<file path="config.mk">
export PLATFORM = sky130hd
export DESIGN_NAME = bezier_curve_disc_plotter_core
export DESIGN_NICKNAME = d
export VERILOG_FILES = /design/src/rtl/core/bcdp_pkg.sv /design/src/rtl/core/bcdp_regs.sv /design/src/rtl/core/bcdp_ctrl.sv /design/src/rtl/core/bcdp_dpath.sv /design/src/rtl/core/bezier_curve_disc_plotter_core.sv
export SDC_FILE = /design/constraint.sdc
export NUM_CORES = 2
export LEC_CHECK = 0
export ABC_AREA = 1
export BUFFER_PORTS_ARGS = -buffer_cell sky130_fd_sc_hd__buf_2
export CAP_MARGIN = 5
export CORE_MARGIN = 2
export CORE_UTILIZATION = 65
export CTS_CLUSTER_DIAMETER = 200
export CTS_CLUSTER_SIZE = 10
export DETAILED_ROUTE_END_ITERATION = 8
export PLACE_DENSITY = 0.83
export SETUP_SLACK_MARGIN = 0.4
export SLEW_MARGIN = 20
export SYNTH_ARGS = -nofsm -noshare
export SYNTH_HDL_FRONTEND = slang
export SYNTH_SLANG_ARGS = --single-unit
</file>
<file path="constraint.sdc">
create_clock -name i_clk -period 11.7 [get_ports i_clk]
set_input_delay 1.17 -clock i_clk [delete_from_list [all_inputs] [get_ports i_clk]]
set_output_delay 1.17 -clock i_clk [all_outputs]
set_load 0.02 [all_outputs]
</file>
<file path="src/rtl/core/bcdp_pkg.sv">
// shared types and constants for the bezier curve disc plotter
package bcdp_pkg;

    localparam int DEF_MAX_POINTS = 8;
    localparam int DEF_MAX_RADIUS = 4;

    localparam int PTR_W   = 4;
    localparam int NP_W    = 4;
    localparam int RAD_W   = 3;
    localparam int DIM_W   = 13;
    localparam int COORD_W = 16;
    localparam int T_W     = 10;
    localparam int IDX_W   = 3;
    localparam int PIX_W   = 12;
    localparam int XW      = DIM_W + 1;

    localparam int APB_AW  = 4;
    localparam int APB_DW  = 32;
    localparam int IN_DW   = 48;
    localparam int OUT_DW  = 24;

    typedef enum logic [1:0] {
        REG_NUM_POINTS   = 2'd0,
        REG_BRUSH_RADIUS = 2'd1,
        REG_IMAGE_WIDTH  = 2'd2,
        REG_IMAGE_HEIGHT = 2'd3
    } t_reg_idx;

    localparam logic [NP_W-1:0]  RST_NUM_POINTS   = 4'd4;
    localparam logic [RAD_W-1:0] RST_BRUSH_RADIUS = 3'd1;
    localparam logic [DIM_W-1:0] RST_IMAGE_WIDTH  = 13'd640;
    localparam logic [DIM_W-1:0] RST_IMAGE_HEIGHT = 13'd480;

    localparam logic OP_LOAD = 1'b0;
    localparam logic OP_EVAL = 1'b1;

    typedef struct packed {
        logic [NP_W-1:0]  num_points;
        logic [RAD_W-1:0] brush_radius;
        logic [DIM_W-1:0] image_width;
        logic [DIM_W-1:0] image_height;
    } t_cfg;

    typedef struct packed {
        logic             store_pt;
        logic             load_t;
        logic [PTR_W-1:0] rd_addr;
        logic             wr_work;
        logic [PTR_W-1:0] wr_addr;
        logic             lerp;
        logic             drop;
        logic [PTR_W-1:0] ins_pos;
        logic             prep;
        logic             scan;
        logic             flush;
    } t_dp_cmd;

    typedef struct packed {
        logic scan_end;
        logic pend_v;
    } t_dp_sts;

endpackage

</file>
<file path="src/rtl/core/bcdp_regs.sv">
// apb configuration registers of the bezier curve disc plotter
module bcdp_regs (
    input  logic                          i_clk,
    input  logic                          i_rst_n,
    input  logic                          psel,
    input  logic                          penable,
    input  logic                          pwrite,
    input  logic [bcdp_pkg::APB_AW-1:0]   paddr,
    input  logic [bcdp_pkg::APB_DW-1:0]   pwdata,
    output logic [bcdp_pkg::APB_DW-1:0]   prdata,
    output logic                          pready,
    output bcdp_pkg::t_cfg                o_cfg
);
    import bcdp_pkg::*;

    t_cfg     r_cfg;
    t_reg_idx reg_idx;
    logic     wr_en;

    assign reg_idx = t_reg_idx'(paddr[APB_AW-1:2]);
    assign wr_en   = psel && penable && pwrite && pready;
    assign pready  = 1'b1;
    assign o_cfg   = r_cfg;

    always_ff @(posedge i_clk) begin
        if (!i_rst_n) begin
            r_cfg.num_points   <= RST_NUM_POINTS;
            r_cfg.brush_radius <= RST_BRUSH_RADIUS;
            r_cfg.image_width  <= RST_IMAGE_WIDTH;
            r_cfg.image_height <= RST_IMAGE_HEIGHT;
        end else if (wr_en) begin
            unique case (reg_idx)
                REG_NUM_POINTS:   r_cfg.num_points   <= pwdata[NP_W-1:0];
                REG_BRUSH_RADIUS: r_cfg.brush_radius <= pwdata[RAD_W-1:0];
                REG_IMAGE_WIDTH:  r_cfg.image_width  <= pwdata[DIM_W-1:0];
                REG_IMAGE_HEIGHT: r_cfg.image_height <= pwdata[DIM_W-1:0];
                default: ;
            endcase
        end
    end

    always_comb begin
        unique case (reg_idx)
            REG_NUM_POINTS:   prdata = APB_DW'(r_cfg.num_points);
            REG_BRUSH_RADIUS: prdata = APB_DW'(r_cfg.brush_radius);
            REG_IMAGE_WIDTH:  prdata = APB_DW'(r_cfg.image_width);
            REG_IMAGE_HEIGHT: prdata = APB_DW'(r_cfg.image_height);
            default:          prdata = '0;
        endcase
    end

endmodule

</file>
<file path="src/rtl/core/bcdp_ctrl.sv">
// controller state machine sequencing copy, interpolation, pixel scan and final flush
module bcdp_ctrl #(
    parameter int MAX_POINTS = bcdp_pkg::DEF_MAX_POINTS
) (
    input  logic                        i_clk,
    input  logic                        i_rst_n,
    input  logic                        i_s_valid,
    input  logic                        i_op,
    input  logic [bcdp_pkg::NP_W-1:0]   i_num_points,
    input  bcdp_pkg::t_dp_sts           i_sts,
    output logic                        o_s_ready,
    output bcdp_pkg::t_dp_cmd           o_cmd
);
    import bcdp_pkg::*;

    localparam int CNT_W = $clog2(MAX_POINTS + 1);

    typedef enum logic [2:0] {
        ST_IDLE,
        ST_COPY,
        ST_LERP,
        ST_DROP,
        ST_PREP,
        ST_SCAN,
        ST_FLUSH
    } t_state;

    t_state           r_state;
    logic [CNT_W-1:0] r_cnt;
    logic [CNT_W-1:0] r_m;
    logic [CNT_W-1:0] n;
    logic             accept;

    always_comb begin
        if (i_num_points == '0) begin
            n = CNT_W'(1);
        end else if (int'(i_num_points) > MAX_POINTS) begin
            n = CNT_W'(MAX_POINTS);
        end else begin
            n = CNT_W'(i_num_points);
        end
    end

    assign o_s_ready = (r_state == ST_IDLE);
    assign accept    = i_s_valid && o_s_ready;

    always_ff @(posedge i_clk) begin
        if (!i_rst_n) begin
            r_state <= ST_IDLE;
            r_cnt   <= '0;
            r_m     <= '0;
        end else begin
            unique case (r_state)
                ST_IDLE: begin
                    if (accept && i_op == OP_EVAL) begin
                        r_cnt   <= '0;
                        r_state <= ST_COPY;
                    end
                end
                ST_COPY: begin
                    if (r_cnt == n) begin
                        if (n == CNT_W'(1)) begin
                            r_state <= ST_PREP;
                        end else begin
                            r_m     <= n;
                            r_cnt   <= CNT_W'(1);
                            r_state <= ST_LERP;
                        end
                    end else begin
                        r_cnt <= r_cnt + CNT_W'(1);
                    end
                end
                ST_LERP: begin
                    if (r_cnt == r_m - CNT_W'(1)) begin
                        r_state <= ST_DROP;
                    end else begin
                        r_cnt <= r_cnt + CNT_W'(1);
                    end
                end
                ST_DROP: begin
                    r_m <= r_m - CNT_W'(1);
                    if (r_m == CNT_W'(2)) begin
                        r_state <= ST_PREP;
                    end else begin
                        r_cnt   <= CNT_W'(1);
                        r_state <= ST_LERP;
                    end
                end
                ST_PREP: r_state <= ST_SCAN;
                ST_SCAN: begin
                    if (i_sts.scan_end) begin
                        r_state <= ST_FLUSH;
                    end
                end
                ST_FLUSH: begin
                    if (!i_sts.pend_v) begin
                        r_state <= ST_IDLE;
                    end
                end
                default: r_state <= ST_IDLE;
            endcase
        end
    end

    always_comb begin
        o_cmd          = '0;
        o_cmd.store_pt = accept && (i_op == OP_LOAD);
        o_cmd.load_t   = accept && (i_op == OP_EVAL);
        o_cmd.rd_addr  = PTR_W'(r_cnt);
        o_cmd.wr_work  = (r_state == ST_COPY) && (r_cnt != '0);
        o_cmd.wr_addr  = PTR_W'(r_cnt - CNT_W'(1));
        o_cmd.lerp     = (r_state == ST_LERP);
        o_cmd.drop     = (r_state == ST_DROP);
        o_cmd.ins_pos  = PTR_W'(r_m - CNT_W'(1));
        o_cmd.prep     = (r_state == ST_PREP);
        o_cmd.scan     = (r_state == ST_SCAN);
        o_cmd.flush    = (r_state == ST_FLUSH);
    end

    lerp_pass_size: assert property (@(posedge i_clk) disable iff (!i_rst_n)
        (r_state == ST_LERP) |-> (r_m >= CNT_W'(2)) && (r_cnt != '0) && (r_cnt < r_m))
        else $error("interpolation step outside its pass");

    scan_after_prep: assert property (@(posedge i_clk) disable iff (!i_rst_n)
        (r_state == ST_PREP) |=> (r_state == ST_SCAN))
        else $error("setup not followed by scan");

    copy_count_bound: assert property (@(posedge i_clk) disable iff (!i_rst_n)
        (r_state == ST_COPY) |-> (r_cnt <= n))
        else $error("copy counter overran point count");

endmodule

</file>
<file path="src/rtl/core/bcdp_dpath.sv">
// datapath: point store, de casteljau work registers, disc scan and output stage
module bcdp_dpath #(
    parameter int MAX_POINTS = bcdp_pkg::DEF_MAX_POINTS,
    parameter int MAX_RADIUS = bcdp_pkg::DEF_MAX_RADIUS
) (
    input  logic                          i_clk,
    input  logic                          i_rst_n,
    input  bcdp_pkg::t_dp_cmd             i_cmd,
    input  bcdp_pkg::t_cfg                i_cfg,
    input  logic [bcdp_pkg::IDX_W-1:0]    i_point_index,
    input  logic [bcdp_pkg::COORD_W-1:0]  i_point_x,
    input  logic [bcdp_pkg::COORD_W-1:0]  i_point_y,
    input  logic [bcdp_pkg::T_W-1:0]      i_t_value,
    input  logic                          i_m_ready,
    output bcdp_pkg::t_dp_sts             o_sts,
    output logic                          o_m_valid,
    output logic [bcdp_pkg::PIX_W-1:0]    o_pixel_x,
    output logic [bcdp_pkg::PIX_W-1:0]    o_pixel_y,
    output logic                          o_last
);
    import bcdp_pkg::*;

    localparam int PW    = $clog2(MAX_POINTS);
    localparam int PL    = COORD_W + T_W + 2;
    localparam int R16_W = $clog2(16 * MAX_RADIUS + 1);
    localparam int DW    = $clog2(16 * MAX_RADIUS + 16) + 1;
    localparam int SQ_W  = 2 * DW + 1;
    localparam int LW    = XW + 4;

    logic [2*COORD_W-1:0] r_store [MAX_POINTS];
    logic [2*COORD_W-1:0] r_rdata;
    logic [COORD_W-1:0]   r_wx [MAX_POINTS];
    logic [COORD_W-1:0]   r_wy [MAX_POINTS];
    logic [T_W-1:0]       r_t;

    // point store
    always_ff @(posedge i_clk) begin
        if (i_cmd.store_pt && int'(i_point_index) < MAX_POINTS) begin
            r_store[PW'(i_point_index)] <= {i_point_y, i_point_x};
        end
        r_rdata <= r_store[i_cmd.rd_addr[PW-1:0]];
        if (i_cmd.load_t) begin
            r_t <= i_t_value;
        end
    end

    // one interpolation of the two head entries
    logic signed [COORD_W:0] dfx, dfy;
    logic signed [PL-1:0]    prx, pry, adx, ady;
    logic [PL-1:0]           rndx, rndy;
    logic [COORD_W-1:0]      new_x, new_y;

    always_comb begin
        dfx  = $signed({r_wx[1][COORD_W-1], r_wx[1]}) - $signed({r_wx[0][COORD_W-1], r_wx[0]});
        dfy  = $signed({r_wy[1][COORD_W-1], r_wy[1]}) - $signed({r_wy[0][COORD_W-1], r_wy[0]});
        prx  = dfx * $signed({1'b0, r_t});
        pry  = dfy * $signed({1'b0, r_t});
        rndx = prx[PL-1] ? PL'((1 << T_W) - 1) : '0;
        rndy = pry[PL-1] ? PL'((1 << T_W) - 1) : '0;
        adx  = prx + $signed(rndx);
        ady  = pry + $signed(rndy);
        new_x = r_wx[0] + adx[T_W+COORD_W-1:T_W];
        new_y = r_wy[0] + ady[T_W+COORD_W-1:T_W];
    end

    // work registers: filled from the store, then shifted toward the head
    for (genvar j = 0; j < MAX_POINTS; j++) begin : g_work
        localparam int JN = (j < MAX_POINTS - 1) ? j + 1 : j;
        always_ff @(posedge i_clk) begin
            if (i_cmd.wr_work && i_cmd.wr_addr[PW-1:0] == PW'(j)) begin
                r_wx[j] <= r_rdata[COORD_W-1:0];
                r_wy[j] <= r_rdata[2*COORD_W-1:COORD_W];
            end else if (i_cmd.lerp && i_cmd.ins_pos[PW-1:0] == PW'(j)) begin
                r_wx[j] <= new_x;
                r_wy[j] <= new_y;
            end else if (i_cmd.lerp || i_cmd.drop) begin
                r_wx[j] <= r_wx[JN];
                r_wy[j] <= r_wy[JN];
            end
        end
    end

    // scan window setup
    logic [RAD_W-1:0]     rad;
    logic [R16_W-1:0]     r16;
    logic signed [LW-1:0] vx_e, vy_e, r16_e, sx, sy, sx_adj, sy_adj;
    logic [SQ_W-1:0]      r2;

    always_comb begin
        rad    = (int'(i_cfg.brush_radius) > MAX_RADIUS) ? RAD_W'(MAX_RADIUS)
                                                         : i_cfg.brush_radius;
        r16    = R16_W'({rad, 4'b0000});
        r2     = SQ_W'(r16) * SQ_W'(r16);
        vx_e   = {{(LW-COORD_W){r_wx[0][COORD_W-1]}}, r_wx[0]};
        vy_e   = {{(LW-COORD_W){r_wy[0][COORD_W-1]}}, r_wy[0]};
        r16_e  = {{(LW-R16_W){1'b0}}, r16};
        sx     = vx_e - r16_e;
        sy     = vy_e - r16_e;
        sx_adj = sx + (sx[LW-1] ? LW'(15) : LW'(0));
        sy_adj = sy + (sy[LW-1] ? LW'(15) : LW'(0));
    end

    logic signed [XW-1:0] r_x, r_y, r_x0;
    logic signed [LW-1:0] r_limx, r_limy;

    // candidate pixel test
    logic signed [LW-1:0]   x16, y16, dxf, dyf;
    logic signed [DW-1:0]   dxn, dyn;
    logic signed [2*DW-1:0] dxsq, dysq;
    logic [SQ_W-1:0]        dsum;
    logic row_ok, col_ok, col_next_ok, in_img, pix_ok, emit, out_free, stall, adv;

    logic             r_pend_v, r_out_v, r_out_last;
    logic [PIX_W-1:0] r_pend_x, r_pend_y, r_out_x, r_out_y;

    always_comb begin
        x16         = {r_x, 4'b0000};
        y16         = {r_y, 4'b0000};
        row_ok      = y16 < r_limy;
        col_ok      = x16 < r_limx;
        col_next_ok = x16 < (r_limx - LW'(16));
        in_img      = !r_x[XW-1] && !r_y[XW-1]
                      && ($unsigned(r_x) < {1'b0, i_cfg.image_width})
                      && ($unsigned(r_y) < {1'b0, i_cfg.image_height});
        dxf         = x16 - vx_e;
        dyf         = y16 - vy_e;
        dxn         = dxf[DW-1:0];
        dyn         = dyf[DW-1:0];
        dxsq        = dxn * dxn;
        dysq        = dyn * dyn;
        dsum        = SQ_W'($unsigned(dxsq)) + SQ_W'($unsigned(dysq));
        pix_ok      = dsum < r2;
        emit        = i_cmd.scan && row_ok && col_ok && in_img && pix_ok;
        out_free    = !r_out_v || i_m_ready;
        stall       = emit && r_pend_v && !out_free;
        adv         = i_cmd.scan && row_ok && !stall;
    end

    always_ff @(posedge i_clk) begin
        if (i_cmd.prep) begin
            r_x0   <= sx_adj[LW-1:4];
            r_x    <= sx_adj[LW-1:4];
            r_y    <= sy_adj[LW-1:4];
            r_limx <= vx_e + r16_e;
            r_limy <= vy_e + r16_e;
        end else if (adv) begin
            if (col_ok && col_next_ok) begin
                r_x <= r_x + XW'(1);
            end else begin
                r_x <= r_x0;
                r_y <= r_y + XW'(1);
            end
        end
    end

    // one pixel held back so the final one can carry last
    always_ff @(posedge i_clk) begin
        if (!i_rst_n) begin
            r_pend_v <= 1'b0;
            r_out_v  <= 1'b0;
        end else begin
            if (adv && emit) begin
                if (r_pend_v) begin
                    r_out_v    <= 1'b1;
                    r_out_x    <= r_pend_x;
                    r_out_y    <= r_pend_y;
                    r_out_last <= 1'b0;
                end else if (i_m_ready) begin
                    r_out_v <= 1'b0;
                end
                r_pend_v <= 1'b1;
                r_pend_x <= r_x[PIX_W-1:0];
                r_pend_y <= r_y[PIX_W-1:0];
            end else if (i_cmd.flush && r_pend_v && out_free) begin
                r_out_v    <= 1'b1;
                r_out_x    <= r_pend_x;
                r_out_y    <= r_pend_y;
                r_out_last <= 1'b1;
                r_pend_v   <= 1'b0;
            end else if (i_m_ready) begin
                r_out_v <= 1'b0;
            end
        end
    end

    assign o_sts.scan_end = i_cmd.scan && !row_ok;
    assign o_sts.pend_v   = r_pend_v;
    assign o_m_valid      = r_out_v;
    assign o_pixel_x      = r_out_x;
    assign o_pixel_y      = r_out_y;
    assign o_last         = r_out_last;

    scan_holds_on_stall: assert property (@(posedge i_clk) disable iff (!i_rst_n)
        (i_cmd.scan && stall) |=> $stable(r_x) && $stable(r_y) && r_pend_v)
        else $error("scan moved while the output stage was full");

    flush_marks_last: assert property (@(posedge i_clk) disable iff (!i_rst_n)
        (i_cmd.flush && r_pend_v && out_free) |=> r_out_v && r_out_last && !r_pend_v)
        else $error("final pixel not marked last");

    inner_pixel_not_last: assert property (@(posedge i_clk) disable iff (!i_rst_n)
        (adv && emit && r_pend_v) |=> r_out_v && !r_out_last && r_pend_v)
        else $error("held pixel lost or marked last early");

endmodule

</file>
<file path="src/rtl/core/bezier_curve_disc_plotter_core.sv">
// top level of the bezier curve disc plotter
//
// input stream: tuser carries op (0 load point, 1 evaluate). a load writes
// point_x/point_y into slot point_index and the block stays idle. an evaluate
// copies num_points stored points, clamped to 1..MAX_POINTS, into work
// registers, runs de casteljau interpolation one step per cycle with a drop
// step after each level, takes a setup step, then scans the square around
// the curve point one candidate pixel per cycle while no stalled receiver
// holds it, at most (2r+1)^2 candidates, then ends the scan and hands off the
// final pixel, if any, before it returns to idle; a stalled receiver that
// blocks the scan lengthens the evaluate.
// the next item is accepted once the previous evaluate has moved its final
// pixel, if any, into the output register.
// output stream: one transfer per pixel inside the disc and the image,
// tlast on the final pixel of an evaluate; an evaluate with no pixel in the
// image gives no transfer. a stalled receiver holds the scan, nothing is lost.
// configuration through the apb port, written only while the block is idle;
// the user must keep to this, it is not checked. reset restores the register
// defaults and empties the pipeline; the point store keeps no reset value.
module bezier_curve_disc_plotter_core #(
    parameter int MAX_POINTS = bcdp_pkg::DEF_MAX_POINTS,
    parameter int MAX_RADIUS = bcdp_pkg::DEF_MAX_RADIUS
) (
    input  logic                          i_clk,
    input  logic                          i_rst_n,
    input  logic                          psel,
    input  logic                          penable,
    input  logic                          pwrite,
    input  logic [bcdp_pkg::APB_AW-1:0]   paddr,
    input  logic [bcdp_pkg::APB_DW-1:0]   pwdata,
    output logic [bcdp_pkg::APB_DW-1:0]   prdata,
    output logic                          pready,
    input  logic                          s_axis_tvalid,
    output logic                          s_axis_tready,
    // point_index, point_x, point_y, t_value, zero fill
    input  logic [bcdp_pkg::IN_DW-1:0]    s_axis_tdata,
    // op
    input  logic                          s_axis_tuser,
    output logic                          m_axis_tvalid,
    input  logic                          m_axis_tready,
    // pixel_x, pixel_y
    output logic [bcdp_pkg::OUT_DW-1:0]   m_axis_tdata,
    output logic                          m_axis_tlast
);
    import bcdp_pkg::*;

    t_cfg             cfg;
    t_dp_cmd          cmd;
    t_dp_sts          sts;
    logic [PIX_W-1:0] pixel_x, pixel_y;

    bcdp_regs u_regs (
        .i_clk   (i_clk),
        .i_rst_n (i_rst_n),
        .psel    (psel),
        .penable (penable),
        .pwrite  (pwrite),
        .paddr   (paddr),
        .pwdata  (pwdata),
        .prdata  (prdata),
        .pready  (pready),
        .o_cfg   (cfg)
    );

    bcdp_ctrl #(
        .MAX_POINTS (MAX_POINTS)
    ) u_ctrl (
        .i_clk        (i_clk),
        .i_rst_n      (i_rst_n),
        .i_s_valid    (s_axis_tvalid),
        .i_op         (s_axis_tuser),
        .i_num_points (cfg.num_points),
        .i_sts        (sts),
        .o_s_ready    (s_axis_tready),
        .o_cmd        (cmd)
    );

    bcdp_dpath #(
        .MAX_POINTS (MAX_POINTS),
        .MAX_RADIUS (MAX_RADIUS)
    ) u_dpath (
        .i_clk         (i_clk),
        .i_rst_n       (i_rst_n),
        .i_cmd         (cmd),
        .i_cfg         (cfg),
        .i_point_index (s_axis_tdata[IDX_W-1:0]),
        .i_point_x     (s_axis_tdata[IDX_W+COORD_W-1:IDX_W]),
        .i_point_y     (s_axis_tdata[IDX_W+2*COORD_W-1:IDX_W+COORD_W]),
        .i_t_value     (s_axis_tdata[IDX_W+2*COORD_W+T_W-1:IDX_W+2*COORD_W]),
        .i_m_ready     (m_axis_tready),
        .o_sts         (sts),
        .o_m_valid     (m_axis_tvalid),
        .o_pixel_x     (pixel_x),
        .o_pixel_y     (pixel_y),
        .o_last        (m_axis_tlast)
    );

    assign m_axis_tdata = {pixel_y, pixel_x};

endmodule

</file>
==> flow_summary.yaml <==
setup_path:
  worst-setup-path-type: "reg2reg"
  cp_slowest_cell: "fa_1"
  critical_path.top_delay_family: "adder cells"
  r2r_start: "u_dpath.r_wy[0][6]$_DFFE_PP_"
  arrival_ps: 11060
  critPathBufInv: 10
  critPathLaunchType: "register"
  crit_fanout: 7
  r2r-end: "u_dpath.r_wy[6][10]$_DFFE_PP_"
  endpoint_kind: "register"
  reg2regPathDepth: 51
  critical_path_required_ps: 12080
  r2r_slack_ps: 1020
  critical-path-max-stage-delay_ps: 680
  critical_path.most_common_cell: "nand2_1"
layout:
  n_fill_cell: 6227
  syn2layout_area_growth_pct: 7.86
  fin_nets: 7236
  final_cells: 7571
  final_common_cell: "nand2_1"
  mostFrequentLayoutCells: "1137 x nand2_1, 985 x inv_1, 696 x nor2_1, 647 x edfxtp_1, 399 x fa_1"
  drive_above_1_share: 0.0735
sta:
  rsz0062_at_grt: "yes"
  fin_crit_ps: 10680
  slew_viol_final: 0
  post-route-period-util: 0.913
  setup_viol: 0
  hold_viol: 0
  worst_pin_slew_ps: 1200
  clock_skew_ps: 46.4
  slew_headroom: 0.200
  fmax_mhz: 93.6
  fin_setup_tns_ps: 0
synth:
  ys_ff_latch: 725
  synth_area_mm2: 0.0559
  synth-seq-area-share: 0.375
  synth_top_area_cell: "edfxtp_1"
  ys_warn_count: 0
  synth-main-ff-cell: "edfxtp_1"
  synthDominantCellAreaShare: 0.347
  synth_edf_count: 647
  avgSynthCellArea_um2: 8.91
  synth_cell_types: 74
  synth-async-reset-ratio: 0
  syn_inst: 6272
  yosys-top-cells-area: "edfxtp_1 35%, fa_1 14%, ha_1 8.4%"
clocking:
  ctsLongestPathBuffers: 3
  postCtsHoldBufs: 0
  ctsHtreeMaxLevel: 3
  cts-root-buf: "clkbuf_16"
  clock_latency_ps: 650
  cts_tree: "yes"
  cts_buffers: 82
  cts.sinks: 725
  clkTransAtPathRegs_ps: 60
min_path:
  hold_class: "reg2reg"
  min_delay_path_depth: 0
  hp-start: "u_dpath.r_pend_x[7]$_DFFE_PP_"
  hold_path_end: "u_dpath.o_pixel_x[7]$_DFFE_PP_"
drt:
  post_drt_wl_per_cell_um: 19.8
  drt_iter0_drc: 5026
  ant_nets: 0
  wl_um: 150000
  vias: 45000
  drc: 0
  drt_first_pass_iters: 8
  post_drt_via_cell_ratio: 5.95
die:
  die_x_um: 297
  core_area_mm2: 0.0851
  initial_utilization: 0.657
  dieArea_mm2: 0.0884
  rows: 107
  die_y_um: 297
  ios: 152
grt:
  grt_overflow: 0
  grt_usage: 0.338
  antenna_found_initial: 4
  grt_pass1_wl_um: 236000
  grt_max_degree: 94
  grt_pass1_vias: 44900
run_status:
  status: "completed"
placed_design:
  port_buffers: 107
  dp_hpwl_um: 108000
  gp_congestion: 0.963
  dp_cells: 7414
flow_run:
  max_cap_viol_count: 0
==> kinds of logic after synthesis <==
logic type                 Yosys count  synth area share
AOI/OAI and AO/OA                 1033             0.105
xor gates and xnor gates           232            0.0367
adders and majority gates          776             0.227
buffers and inverters             1212            0.0830
DFF                                725             0.375
muxes                                1          0.000179
other                                2          0.000134
and+or+nand+nor                   2291             0.172
==> cell usage after synthesis (9+ instances only) <==
library cell	number
nor2_1	701
nand3b_1	9
o21ai_0	394
a21oi_1	327
a21o_1	19
o21bai_1	14
nor4_1	13
dfxtp_1	78
clkinv_1	14
ha_1	376
inv_1	988
nand3_1	198
nand2_2	22
nand2_1	1139
buf_1	17
or2_2	71
o221ai_1	19
o31ai_1	12
xnor2_1	85
a211oi_1	14
nor3_1	55
o211ai_1	64
fa_1	400
a31oi_1	49
buf_4	20
clkbuf_1	156
o22ai_1	74
xor2_1	146
edfxtp_1	647
nand4_1	27
==> worst max path at each step <==
stage,depth (start not counted),start,slack [ps],end
final,51,u_dpath.r_wy[0][6]$_DFFE_PP_,1020,u_dpath.r_wy[6][10]$_DFFE_PP_
after global routing,60,u_dpath.r_wx[0][1]$_DFFE_PP_,280,u_dpath.r_wx[3][13]$_DFFE_PP_
after CTS,52,u_dpath.r_wx[0][1]$_DFFE_PP_,600,u_dpath.r_wx[2][11]$_DFFE_PP_
after detailed placement,52,u_dpath.r_wx[0][1]$_DFFE_PP_,680,u_dpath.r_wx[2][11]$_DFFE_PP_
after global placement,58,u_dpath.r_wx[0][1]$_DFFE_PP_,900,u_dpath.r_wx[0][13]$_DFFE_PP_
after floorplan,47,u_dpath.r_wy[0][0]$_DFFE_PP_,1980,u_dpath.r_wy[0][10]$_DFFE_PP_
==> state kept, by name, indices dropped and copies added (netlist names), 17 cells and up <==
register,cells
u_dpath.r_limy,17
u_dpath.r_wx,128
u_regs.o_cfg,33
u_dpath.r_rdata,32
u_dpath.r_wy,128
u_dpath.r_store,256
u_dpath.r_limx,17
==> routing by layer <==
layer / routed length [um] / vias up / GRT usage
li1: - / 20700 / -
met1: 55200 / 21400 / 0.431
met2: 71300 / 2460 / 0.556
met3: 15300 / 487 / 0.0598
met4: 8080 / 2 / 0.172
met5: 12 / - / 0
==> area by class of cell <==
type                            count  area [um2]  share of cell area
Antenna cell                        5        12.5            0.000207
Inverter                         1009        3790              0.0628
Sequential cell                   725       21000               0.348
Tap cell                         1144        1430              0.0237
Clock inverter                      8         173             0.00286
Timing Repair Buffer              195        1200              0.0198
Multi-Input combinational cell   4355       30500               0.505
Clock buffer                      130        2230              0.0370
==> per-stage QoR <==
| stage | hold slack [ps] | utilization | area [um2] | worst slack, ps |
|---|---|---|---|---|
| after CTS | 418 | 0.706 | 60100 | 596 |
| final | 416 | 0.708 | 60300 | 1020 |
| after global placement | 402 | 0.678 | 57700 | 899 |
| after global routing | 421 | 0.708 | 60300 | 283 |
| after detailed placement | 405 | 0.678 | 57700 | 678 |
| after floorplan | 400 | - | 56000 | 1980 |
==> repair_timing <==
item | CTS | global route
endpoints found under the setup margin | 0 | 149
setup buffers | 0 | 14
hold endpoints to repair | 0 | 0
resized for setup | 0 | 20
Power is left out: the tool's default activity adds up to more than one toggle a clock period on the data nets, which glitch-free logic cannot reach.
